<file path="src/rtl/mcpad_pkg.sv">
package mcpad_pkg;

  localparam int unsigned CHANNELS   = 8;
  localparam int unsigned GATE_W     = 8;
  localparam int unsigned PADDR_W    = 5;
  localparam int unsigned THIRD_W    = 15;
  localparam int unsigned SUM_W      = 17;
  localparam int unsigned QUOT_W     = 11;

  localparam logic [2:0] REG_LEVELS_LO      = 3'd0;
  localparam logic [2:0] REG_LEVELS_HI      = 3'd1;
  localparam logic [2:0] REG_DIRECT_MASK    = 3'd2;
  localparam logic [2:0] REG_DEFAULT_CUTOFF = 3'd3;
  localparam logic [2:0] REG_PERIOD_FLOOR   = 3'd4;
  localparam logic [2:0] REG_PERIOD_CEIL    = 3'd5;
  localparam logic [2:0] REG_CUTOFF_MARGIN  = 3'd6;

  localparam logic [31:0] RST_LEVELS         = 32'hffff_ffff;
  localparam logic [7:0]  RST_DIRECT_MASK    = 8'd0;
  localparam logic [15:0] RST_DEFAULT_CUTOFF = 16'd231;
  localparam logic [15:0] RST_PERIOD_FLOOR   = 16'd18182;
  localparam logic [15:0] RST_PERIOD_CEIL    = 16'd22222;
  localparam logic [15:0] RST_CUTOFF_MARGIN  = 16'd20;

  // one third of the 20000 reset half-period
  localparam logic [THIRD_W-1:0] RST_HIST_THIRD = 15'd6666;

  // x / 3 == (x * 43691) >> 17 for every 16-bit x
  localparam logic [16:0] RECIP3       = 17'd43691;
  localparam int unsigned RECIP3_SHIFT = 17;
  // x / 80 == ((x >> 4) * 3277) >> 14 for x below 2^17
  localparam int unsigned DIV16_SHIFT  = 4;
  localparam logic [11:0] RECIP5       = 12'd3277;
  localparam int unsigned RECIP5_SHIFT = 14;

  typedef struct packed {
    logic [63:0] levels;
    logic [7:0]  direct_mask;
    logic [15:0] default_cutoff;
    logic [15:0] period_floor;
    logic [15:0] period_ceil;
    logic [15:0] cutoff_margin;
  } cfg_t;

  typedef struct packed {
    logic               crossing;
    logic               in_window;
    logic [THIRD_W-1:0] third;
  } item_t;

endpackage

</file>
<file path="src/rtl/mcpad_cfg_regs.sv">
module mcpad_cfg_regs (
  input  logic                           clk_i,
  input  logic                           rst_ni,
  input  logic                           psel,
  input  logic                           penable,
  input  logic                           pwrite,
  input  logic [mcpad_pkg::PADDR_W-1:0]  paddr,
  input  logic [31:0]                    pwdata,
  output logic [31:0]                    prdata,
  output logic                           pready,
  output mcpad_pkg::cfg_t                cfg_o
);
  import mcpad_pkg::*;

  cfg_t       cfg_q, cfg_d;
  logic [2:0] idx;
  logic       wr_en;

  assign idx    = paddr[PADDR_W-1:2];
  assign wr_en  = psel && penable && pwrite;
  assign pready = 1'b1;
  assign cfg_o  = cfg_q;

  always_comb begin
    cfg_d = cfg_q;
    if (wr_en) begin
      case (idx)
        REG_LEVELS_LO:      cfg_d.levels[31:0]    = pwdata;
        REG_LEVELS_HI:      cfg_d.levels[63:32]   = pwdata;
        REG_DIRECT_MASK:    cfg_d.direct_mask     = pwdata[7:0];
        REG_DEFAULT_CUTOFF: cfg_d.default_cutoff  = pwdata[15:0];
        REG_PERIOD_FLOOR:   cfg_d.period_floor    = pwdata[15:0];
        REG_PERIOD_CEIL:    cfg_d.period_ceil     = pwdata[15:0];
        REG_CUTOFF_MARGIN:  cfg_d.cutoff_margin   = pwdata[15:0];
        default:            cfg_d = cfg_q;
      endcase
    end
  end

  always_comb begin
    case (idx)
      REG_LEVELS_LO:      prdata = cfg_q.levels[31:0];
      REG_LEVELS_HI:      prdata = cfg_q.levels[63:32];
      REG_DIRECT_MASK:    prdata = {24'd0, cfg_q.direct_mask};
      REG_DEFAULT_CUTOFF: prdata = {16'd0, cfg_q.default_cutoff};
      REG_PERIOD_FLOOR:   prdata = {16'd0, cfg_q.period_floor};
      REG_PERIOD_CEIL:    prdata = {16'd0, cfg_q.period_ceil};
      REG_CUTOFF_MARGIN:  prdata = {16'd0, cfg_q.cutoff_margin};
      default:            prdata = 32'd0;
    endcase
  end

  always_ff @(posedge clk_i or negedge rst_ni) begin
    if (!rst_ni) begin
      cfg_q.levels         <= {RST_LEVELS, RST_LEVELS};
      cfg_q.direct_mask    <= RST_DIRECT_MASK;
      cfg_q.default_cutoff <= RST_DEFAULT_CUTOFF;
      cfg_q.period_floor   <= RST_PERIOD_FLOOR;
      cfg_q.period_ceil    <= RST_PERIOD_CEIL;
      cfg_q.cutoff_margin  <= RST_CUTOFF_MARGIN;
    end else begin
      cfg_q <= cfg_d;
    end
  end

endmodule

</file>
<file path="src/rtl/mcpad_in_stage.sv">
module mcpad_in_stage (
  input  logic             clk_i,
  input  logic             rst_ni,
  input  mcpad_pkg::cfg_t  cfg_i,
  input  logic             in_valid_i,
  output logic             in_ready_o,
  input  logic             kind_i,
  input  logic [15:0]      half_period_i,
  output logic             item_valid_o,
  input  logic             item_ready_i,
  output mcpad_pkg::item_t item_o
);
  import mcpad_pkg::*;

  logic        valid_q, valid_d;
  item_t       item_q, item_d;
  logic [32:0] prod3;

  assign prod3      = {16'd0, half_period_i} * {16'd0, RECIP3};
  assign in_ready_o = !valid_q || item_ready_i;

  always_comb begin
    item_d.crossing  = kind_i;
    item_d.in_window = (half_period_i > cfg_i.period_floor) &&
                       (half_period_i < cfg_i.period_ceil);
    item_d.third     = prod3[RECIP3_SHIFT +: THIRD_W];
    valid_d          = in_ready_o ? in_valid_i : valid_q;
  end

  always_ff @(posedge clk_i or negedge rst_ni) begin
    if (!rst_ni) begin
      valid_q <= 1'b0;
    end else begin
      valid_q <= valid_d;
    end
  end

  always_ff @(posedge clk_i) begin
    if (in_ready_o && in_valid_i) begin
      item_q <= item_d;
    end
  end

  assign item_valid_o = valid_q;
  assign item_o       = item_q;

endmodule

</file>
<file path="src/rtl/mcpad_core.sv">
module mcpad_core (
  input  logic                             clk_i,
  input  logic                             rst_ni,
  input  mcpad_pkg::cfg_t                  cfg_i,
  input  logic                             item_valid_i,
  output logic                             item_ready_o,
  input  mcpad_pkg::item_t                 item_i,
  output logic                             out_valid_o,
  input  logic                             out_ready_i,
  output logic [mcpad_pkg::GATE_W-1:0]     gate_bits_o,
  output logic                             active_o,
  output logic [15:0]                      cutoff_now_o
);
  import mcpad_pkg::*;

  logic [15:0]              count_q, count_d;
  logic                     running_q, running_d;
  logic                     delay_q, delay_d;
  logic [GATE_W-1:0]        gate_q, gate_d;
  logic [15:0]              cutoff_q, cutoff_d;
  logic [THIRD_W-1:0]       hist_q [2];
  logic [THIRD_W-1:0]       hist_d [2];
  logic                     seen_q, seen_d;

  logic                     out_valid_q;
  logic [GATE_W-1:0]        res_gate_q;
  logic                     res_active_q;
  logic [15:0]              res_cutoff_q;

  logic                     take;
  logic [SUM_W-1:0]         sum;
  logic [SUM_W-DIV16_SHIFT-1:0] sum16;
  logic [SUM_W-DIV16_SHIFT+11:0] prod5;
  logic [15:0]              quot;
  logic [15:0]              cutoff_new;
  logic [15:0]              count_inc;
  logic [GATE_W-1:0]        fire;

  assign item_ready_o = !out_valid_q || out_ready_i;
  assign take         = item_valid_i && item_ready_o;

  assign sum   = SUM_W'(hist_q[1]) + SUM_W'(item_i.third) + SUM_W'(hist_q[0]);
  assign sum16 = sum[SUM_W-1:DIV16_SHIFT];
  assign prod5 = (SUM_W-DIV16_SHIFT+12)'(sum16) * (SUM_W-DIV16_SHIFT+12)'(RECIP5);
  assign quot  = 16'(prod5[RECIP5_SHIFT +: QUOT_W]);
  assign cutoff_new = (quot > cfg_i.cutoff_margin) ? (quot - cfg_i.cutoff_margin) : 16'd0;

  assign count_inc = count_q + 16'd1;

  always_comb begin
    fire = '0;
    for (int ch = 0; ch < CHANNELS; ch++) begin
      fire[ch] = count_inc > {8'd0, cfg_i.levels[ch*8 +: 8]};
    end
  end

  always_comb begin
    count_d   = count_q;
    running_d = running_q;
    delay_d   = delay_q;
    gate_d    = gate_q;
    cutoff_d  = cutoff_q;
    hist_d    = hist_q;
    seen_d    = seen_q;
    if (item_i.crossing) begin
      running_d = 1'b1;
      delay_d   = 1'b1;
      count_d   = 16'd0;
      seen_d    = 1'b1;
      if (!seen_q) begin
        cutoff_d = cfg_i.default_cutoff;
      end else if (item_i.in_window) begin
        hist_d[0] = hist_q[1];
        hist_d[1] = item_i.third;
        cutoff_d  = cutoff_new;
      end
    end else if (running_q) begin
      if (delay_q) begin
        delay_d = 1'b0;
        count_d = 16'd0;
      end else if (count_q > cutoff_q) begin
        running_d = 1'b0;
        gate_d    = gate_q & cfg_i.direct_mask;
      end else begin
        count_d = count_inc;
        gate_d  = fire;
      end
    end
  end

  always_ff @(posedge clk_i or negedge rst_ni) begin
    if (!rst_ni) begin
      count_q     <= 16'd0;
      running_q   <= 1'b0;
      delay_q     <= 1'b0;
      gate_q      <= '0;
      cutoff_q    <= RST_DEFAULT_CUTOFF;
      hist_q[0]   <= RST_HIST_THIRD;
      hist_q[1]   <= RST_HIST_THIRD;
      seen_q      <= 1'b0;
      out_valid_q <= 1'b0;
    end else begin
      if (take) begin
        count_q   <= count_d;
        running_q <= running_d;
        delay_q   <= delay_d;
        gate_q    <= gate_d;
        cutoff_q  <= cutoff_d;
        hist_q    <= hist_d;
        seen_q    <= seen_d;
      end
      if (item_ready_o) begin
        out_valid_q <= item_valid_i;
      end
    end
  end

  always_ff @(posedge clk_i) begin
    if (take) begin
      res_gate_q   <= gate_d;
      res_active_q <= running_d && !delay_d;
      res_cutoff_q <= cutoff_d;
    end
  end

  assign out_valid_o  = out_valid_q;
  assign gate_bits_o  = res_gate_q;
  assign active_o     = res_active_q;
  assign cutoff_now_o = res_cutoff_q;

endmodule

</file>
<file path="src/rtl/multi_channel_phase_angle_dimmer.sv">
// Channel   Handshake                        Payload
// in        in_valid_i / in_ready_o          kind_i, half_period_i
// out       out_valid_o / out_ready_i        gate_bits_o, active_o, cutoff_now_o
// config    psel, penable, pwrite / pready   paddr, pwdata, prdata
//
// One transaction per cycle unless the output stalls.
// Input register, then phase state and result register updated in one pass.
// The crossing path holds one multiply by the reciprocal of five for the tick scaling.
// rst_ni resets the phase state, history and config registers asynchronously to their defaults.
// A stalled output holds its result; an empty input register takes one more item, then stalls.
module multi_channel_phase_angle_dimmer (
  input  logic                           clk_i,
  input  logic                           rst_ni,
  input  logic                           in_valid_i,
  output logic                           in_ready_o,
  input  logic                           kind_i,
  input  logic [15:0]                    half_period_i,
  output logic                           out_valid_o,
  input  logic                           out_ready_i,
  output logic [mcpad_pkg::GATE_W-1:0]   gate_bits_o,
  output logic                           active_o,
  output logic [15:0]                    cutoff_now_o,
  input  logic                           psel,
  input  logic                           penable,
  input  logic                           pwrite,
  input  logic [mcpad_pkg::PADDR_W-1:0]  paddr,
  input  logic [31:0]                    pwdata,
  output logic [31:0]                    prdata,
  output logic                           pready
);
  import mcpad_pkg::*;

  cfg_t  cfg;
  item_t item;
  logic  item_valid;
  logic  item_ready;

  mcpad_cfg_regs u_cfg (
    .clk_i   (clk_i),
    .rst_ni  (rst_ni),
    .psel    (psel),
    .penable (penable),
    .pwrite  (pwrite),
    .paddr   (paddr),
    .pwdata  (pwdata),
    .prdata  (prdata),
    .pready  (pready),
    .cfg_o   (cfg)
  );

  mcpad_in_stage u_in (
    .clk_i         (clk_i),
    .rst_ni        (rst_ni),
    .cfg_i         (cfg),
    .in_valid_i    (in_valid_i),
    .in_ready_o    (in_ready_o),
    .kind_i        (kind_i),
    .half_period_i (half_period_i),
    .item_valid_o  (item_valid),
    .item_ready_i  (item_ready),
    .item_o        (item)
  );

  mcpad_core u_core (
    .clk_i        (clk_i),
    .rst_ni       (rst_ni),
    .cfg_i        (cfg),
    .item_valid_i (item_valid),
    .item_ready_o (item_ready),
    .item_i       (item),
    .out_valid_o  (out_valid_o),
    .out_ready_i  (out_ready_i),
    .gate_bits_o  (gate_bits_o),
    .active_o     (active_o),
    .cutoff_now_o (cutoff_now_o)
  );

endmodule

</file>
<file path="config.mk">
export PLATFORM = sky130hd
export DESIGN_NAME = multi_channel_phase_angle_dimmer
export DESIGN_NICKNAME = d
export VERILOG_FILES = /design/src/rtl/mcpad_pkg.sv /design/src/rtl/mcpad_cfg_regs.sv /design/src/rtl/mcpad_in_stage.sv /design/src/rtl/mcpad_core.sv /design/src/rtl/multi_channel_phase_angle_dimmer.sv
export SDC_FILE = /design/constraint.sdc
export NUM_CORES = 1
export LEC_CHECK = 0
export BUFFER_PORTS_ARGS = -buffer_cell sky130_fd_sc_hd__buf_2
export CAP_MARGIN = 10
export CELL_PAD_IN_SITES_DETAIL_PLACEMENT = 0
export CELL_PAD_IN_SITES_GLOBAL_PLACEMENT = 1
export CORE_AREA = 2 2 248 189
export CTS_CLUSTER_DIAMETER = 100
export DETAILED_ROUTE_END_ITERATION = 7
export DIE_AREA = 0 0 250 191
export GPL_TIMING_DRIVEN = 0
export PLACE_DENSITY_LB_ADDON = 0.05
export SLEW_MARGIN = 20
export SYNTH_ARGS = -nofsm -noshare
export SYNTH_HDL_FRONTEND = slang
export SYNTH_SLANG_ARGS = --single-unit
</file>
<file path="constraint.sdc">
create_clock -name clk_i -period 31.3 [get_ports clk_i]
set_clock_uncertainty 0.2 [all_clocks]
set_input_delay 4.695 -clock clk_i [delete_from_list [all_inputs] [get_ports clk_i]]
set_output_delay 4.695 -clock clk_i [all_outputs]
set_load 0.01 [all_outputs]
</file>
==> metrics.cfg, run 1 <==
[final_layout]
antenna_cells = 0
fin_nets = 3015
syn2layout_area_growth_pct = 10.8
drive_gt1_share_pct = 14.8
fin_area_mm2 = 0.0248
final_core_util_pct = 54.6

[clock_network]
cts-buffers-inserted = 29
cts-resized-gates = 0
cts_max_level = 1
cts_hold_buf = 0
clockBufferDepth = 3
cts-root-buf = clkbuf_16
cts_tree = done
clock-sinks = 253
clkLatencyLatePin_ns = 0.57
post_cts_buffers = 0
clk_pin_slew_ns = 0.06

[synth]
synth-xor-area-share_pct = 2.74
syn_inst = 2309
synth_top_flop_cell = dfrtp_1
netlist_area_mm2 = 0.0224
synth_compound_area_share_pct = 14.1
synth_fp_nets = 2862
synth_top_family_by_area = adder cells
avgSynthCellArea_um2 = 9.68
muxShareOfSynthArea_pct = 4.82
synthDistinctLibCells = 66
yosys.area_share.simple_pct = 9.78
synthAdderAreaFrac_pct = 31.7
ys_ff_latch = 253
async_flop_share_pct = 83.4
synth_seq_area_share_pct = 29.8
ys_warn_count = 0
synth-edff-count = 42

[placement]
place.gp.congestion = 0.948
portBuffers = 117
dp_hpwl_um = 50300
placed_cell_area_mm2 = 0.0239

[routing]
firstDrtPassIters = 6
wl_per_cell_um = 20.3
drt_iter0_drc = 1222
drc = 0
totalWireLength_um = 62400
ant_nets = 0
viasPerCell = 5.60
via_count = 17300

[sta]
max_freq_mhz = 81.0
whs_ns = 0.284
tightest_slew_ns = 1.14
hold_viol = 0
rsz0062_at_grt = no
finalCritPeriodShare_pct = 39.4
relSlewSlack_pct = 23.5
post-route-min-period_ns = 12.34
final-setup-viol-count = 0
finalMaxSlewViolations = 0
fin_tns_setup_ns = 0

[critical_path]
crit_top_cell = clkbuf_1
crit_type = in -> out
cpLargestDelayFamily = buffers and inverters
cpPeakStageDelay_ns = 0.61
rr_startpoint = u_in.item_o[0]
crit_buf_inv = 5
crit_slowest_cell = clkbuf_1
crit_start = paddr[2]
worst-path-max-fanout = 10
required_ns = 26.41
critPathLaunchType = input port
arrival_ns = 7.45
crit_chain = buf_2 -> clkbuf_1 -> clkbuf_1 -> clkbuf_1 -> mux4_2 -> nor2_1 -> a21oi_1 -> buf_2
endpoint_kind = output port

[run_status]
outcome = finished clean

[floorplan]
die-width_um = 250
die_y_um = 191
num_rows = 68
start_util_pct = 49.2
core-area_mm2 = 0.0454
dieArea_mm2 = 0.0478
ios = 121

[global_route]
grt_pass1_wl_um = 98200
grt_max_degree = 87
grt_usage_pct = 26.6
grt_pass1_vias = 17200
grt_overflow = 0
grt_antenna_before_repair = 1

[flow_run]
drv_cap = 0

[worst_hold_path]
hp-class = reg -> reg
min_from = u_core.cutoff_q[1]

[tightest hold or removal path, delay by kind of cell (launching register included)]
family	cells	cell delay [ns]
DFF	1	0.37
AOI/OAI and AO/OA	1	0.07
and+or+nand+nor	1	0.04
[cells in the mapped netlist (all sizes together), types with 46 or more instances]
library cell	number	area share, %
a21oi	93	2.1
clkbuf	51	0.86
dfrtp	108	12
dfstp	103	12
fa	123	11
ha	369	21
inv	361	6.1
mux2	74	3.7
nand2	185	3.1
nor2	111	1.9
o21ai	207	4.6
xnor2	46	1.8
[worst paths after layout]
kind | cells past startpoint | slack, ns | to
min in group asynchronous | 1 | 3.88 | u_cfg.cfg_o[21]
max in group asynchronous | 2 | 26.19 | u_cfg.cfg_o[97]
worst max-delay path | 8 | 18.96 | prdata[5]
worst max register to register | 40 | 19.97 | u_core.cutoff_q[9]
worst min-delay path | 2 | 0.28 | u_core.cutoff_q[1]
worst min register to register | 2 | 0.28 | u_core.cutoff_q[1]
[flip-flops by register name, indices dropped and copies added (netlist names), 8 cells and up]
signal and flops:
u_core.cutoff_now_o 16, u_in.item_o 17, u_core.gate_q 8, u_core.cutoff_q 16, u_core.gate_bits_o 8, u_core.hist_q 30
u_cfg.cfg_o 136, u_core.count_q 16
[through the flow]
step	std cells	setup WS, ns
floorplan	2309	20.24
global placement	3021	19.07
finish	3080	18.96
detailed placement	3026	19.05
CTS	3080	19.04
global route	3080	18.85
[per-layer routing]
metal	wire [um]	up-vias	GRT usage, %
met5	0	-	0
met4	1220	0	5.39
met3	4330	70	5.04
met2	25300	451	38.4
met1	31500	8469	41.2
li1	-	8266	-
[placed cells by master (no fill, tap or decap), types with 29 or more instances in the layout]
| cell | n |
|---|---|
| ha_1 | 369 |
| inv_1 | 361 |
| o21ai_0 | 205 |
| nand2_1 | 185 |
| fa_1 | 123 |
| buf_2 | 116 |
| nor2_1 | 111 |
| dfrtp_1 | 108 |
| dfstp_2 | 103 |
| a21oi_1 | 92 |
| mux2_2 | 74 |
| clkbuf_1 | 57 |
| edfxtp_1 | 42 |
| xnor2_1 | 41 |
| a21o_1 | 38 |
| nand3_1 | 34 |
| a22o_1 | 30 |
| clkbuf_16 | 29 |
[logic make-up (layout without fill, tap and decap cells)]
kind of cell    after synthesis  in the layout
compound gates              509            509
xor+xnor                     69             69
fa+ha+maj                   492            492
buf+inv                     420            596
flops                       253            253
mux                          91             91
other cells                   1              1
simple gates                474            474
[cell type report]
type / instances / area, um^2
multi-input combinational: 1636 / 14200
sequential: 253 / 6670
tap: 595 / 744
clock inverter: 12 / 98.8
inverter: 362 / 1360
fill: 4179 / 20600
timing repair buffer: 122 / 701
clock buffer: 42 / 835
buffer: 58 / 223
Power of run 1 is left out: the tool's default activity adds up to more than one toggle a clock period on the data nets, which glitch-free logic cannot reach.
==> run 2, diff against run 1 <==
--- a/config.mk
+++ b/config.mk
@@ -9,10 +9,10 @@
 export CAP_MARGIN = 10
 export CELL_PAD_IN_SITES_DETAIL_PLACEMENT = 0
 export CELL_PAD_IN_SITES_GLOBAL_PLACEMENT = 1
-export CORE_AREA = 2 2 248 189
+export CORE_AREA = 2 2 261 199
 export CTS_CLUSTER_DIAMETER = 100
 export DETAILED_ROUTE_END_ITERATION = 7
-export DIE_AREA = 0 0 250 191
+export DIE_AREA = 0 0 263 201
 export GPL_TIMING_DRIVEN = 0
 export PLACE_DENSITY_LB_ADDON = 0.05
 export SLEW_MARGIN = 20
==> constraint.sdc (replaced) <==
create_clock -name clk_i -period 10.1 [get_ports clk_i]
set_clock_uncertainty 0.2 [all_clocks]
set_input_delay 1.515 -clock clk_i [delete_from_list [all_inputs] [get_ports clk_i]]
set_output_delay 1.515 -clock clk_i [all_outputs]
set_load 0.01 [all_outputs]
==> metrics.cfg, run 2 (synthesized netlist as in run 1, its figures left out) <==
[worst_hold_path]
min_delay_path_depth = 2  ; unchanged
hp-class = reg -> reg

[clock_network]
cts_max_level = 1  ; unchanged
clockBufferDepth = 3  ; unchanged
cts_tree = done
clkLatencyLatePin_ns = 0.58  ; about the same
clock-sinks = 253  ; unchanged
cts-buffers-inserted = 29  ; unchanged
cts-root-buf = clkbuf_16
clk_pin_slew_ns = 0.07  ; about the same

[final_layout]
final_core_util_pct = 51.1  ; -3.4 points
fin_nets = 3056  ; +1.4%
ff_latch_area_mm2 = 0.00667  ; unchanged
multi_input_area_mm2 = 0.0148  ; +4.3%
largest_reg_flops = 136  ; unchanged
final_common_cell = ha_1
syn2layout_area_growth_pct = 15.7
nFillCells = 4762  ; +14%
antenna_cells = 0  ; unchanged
final_cell_mix = ha_1, inv_1, o21ai_0
drive_gt1_share_pct = 19.6  ; +4.7 points

[sta]
max_freq_mhz = 99.8
post-route-min-period_ns = 10.02
finalCritPeriodShare_pct = 99.2
rsz0062_at_grt = yes
fin_tns_setup_ns = 0  ; unchanged
tightest_slew_ns = 1.20  ; +0.0564 ns
relSlewSlack_pct = 19.7  ; -3.8 points
final-setup-viol-count = 0  ; unchanged
hold_viol = 0  ; unchanged
finalMaxSlewViolations = 0  ; unchanged

[global_route]
grt_usage_pct = 24.7  ; -2.0 points
grt_antenna_before_repair = 1  ; unchanged
grt_pass1_wl_um = 101000  ; +2.9%
grt_pass1_vias = 17500  ; +1.8%
grt_overflow = 0  ; unchanged
grt_max_degree = 88  ; +1.1%

[critical_path]
required_ns = 10.23  ; -16.18 ns
crit_slowest_cell = or4b_4
rrSetupSlack_ns = 0.08  ; -19.89 ns
rr_worst_depth = 43  ; +7.5%
endpoint_kind = flop
critPathLaunchType = flop
arrival_ns = 10.15  ; +2.70 ns
crit_type = reg -> reg
cpPeakStageDelay_ns = 0.56  ; -0.05 ns
worst-path-max-fanout = 6  ; -4

[routing]
ant_nets = 0  ; unchanged
totalWireLength_um = 65000  ; +4.1%
via_count = 17400  ; +0.78%
wl_per_cell_um = 20.3  ; +0.48%
drt_iter0_drc = 1208  ; -1.1%
drc = 0  ; unchanged
viasPerCell = 5.45  ; -2.8%
firstDrtPassIters = 5  ; -1

[floorplan]
core-area_mm2 = 0.0506  ; +11%
num_rows = 72  ; +5.9%
start_util_pct = 44.2  ; -5.1 points
dieArea_mm2 = 0.0529  ; +11%
ios = 121  ; unchanged
die_y_um = 201  ; +5.2%
die-width_um = 263  ; +5.2%

[run_status]
outcome = finished clean

[flow_run]
drv_cap = 0  ; unchanged

[placement]
place.gp.congestion = 0.917  ; -3.3%
portBuffers = 117  ; unchanged
dp_hpwl_um = 51700  ; +2.6%

==> run 2: cell count changes in the layout (fill, tap and decap cells not counted), sizes merged <==
cell,delta
bufinv,+2
inv,+3
buf,+41
clkinv,-5
==> run 2: critical path, delay by kind of cell (launching register included) <==
family          cells  cell delay (ns)
buf+inv             5             0.40
simple gates       13             2.94
fa+ha+maj           9             3.16
flops               1             0.41
xor+xnor            3             0.38
compound gates     13             2.29
==> run 2: final cells by class <==
class | instances | area share, %
tap | 666 | 3.22
timing repair buffer | 163 | 4.02
buffer | 58 | 0.861
multi-input combinational | 1636 | 57.0
clock inverter | 12 | 0.609
inverter | 362 | 5.25
clock buffer | 42 | 3.23
sequential | 253 | 25.8
==> run 2: what timing repair did <==
action                     in CTS  in global routing
hold endpoints to repair        0                  0
resized for setup              33                104
setup buffers                  15                 30
hold buffers                    0                  0
pin swaps                      13                 73
setup endpoints to repair      28                 28
==> run 2: worst paths after layout <==
check / start / end
max reg2reg: u_core.hist_q[0] / u_core.cutoff_now_o[13]
min reg2reg: u_core.hist_q[16] / u_core.hist_q[16]
max: u_core.hist_q[0] / u_core.cutoff_now_o[13]
max in group asynchronous: rst_ni / u_core.cutoff_q[1]
min: u_core.hist_q[16] / u_core.hist_q[16]
min in group asynchronous: rst_ni / u_cfg.cfg_o[21]
==> run 2: metrics by stage <==
stage	setup WS [ns]	std cells	area, um^2	hold WS, ns
2_1_floorplan	0.143	2309	22400	0.257
3_3_place_gp	-1.09	3092	23800	0.271
3_5_place_dp	-1.09	3096	23900	0.279
4_1_cts	0.000264	3165	25200	0.291
5_1_grt	-0.315	3192	25900	0.303
6_report	0.0768	3192	25900	0.290
==> run 2: metal layers <==
| layer | wire length (um) | track usage, % | vias to the layer above |
|---|---|---|---|
| met2 | 27100 | 36.5 | 425 |
| met5 | 0 | 0 | - |
| met3 | 3880 | 3.51 | 58 |
| li1 | - | - | 8367 |
| met1 | 33100 | 38.8 | 8540 |
| met4 | 882 | 3.51 | 0 |
Power of run 2 is left out for the same reason.
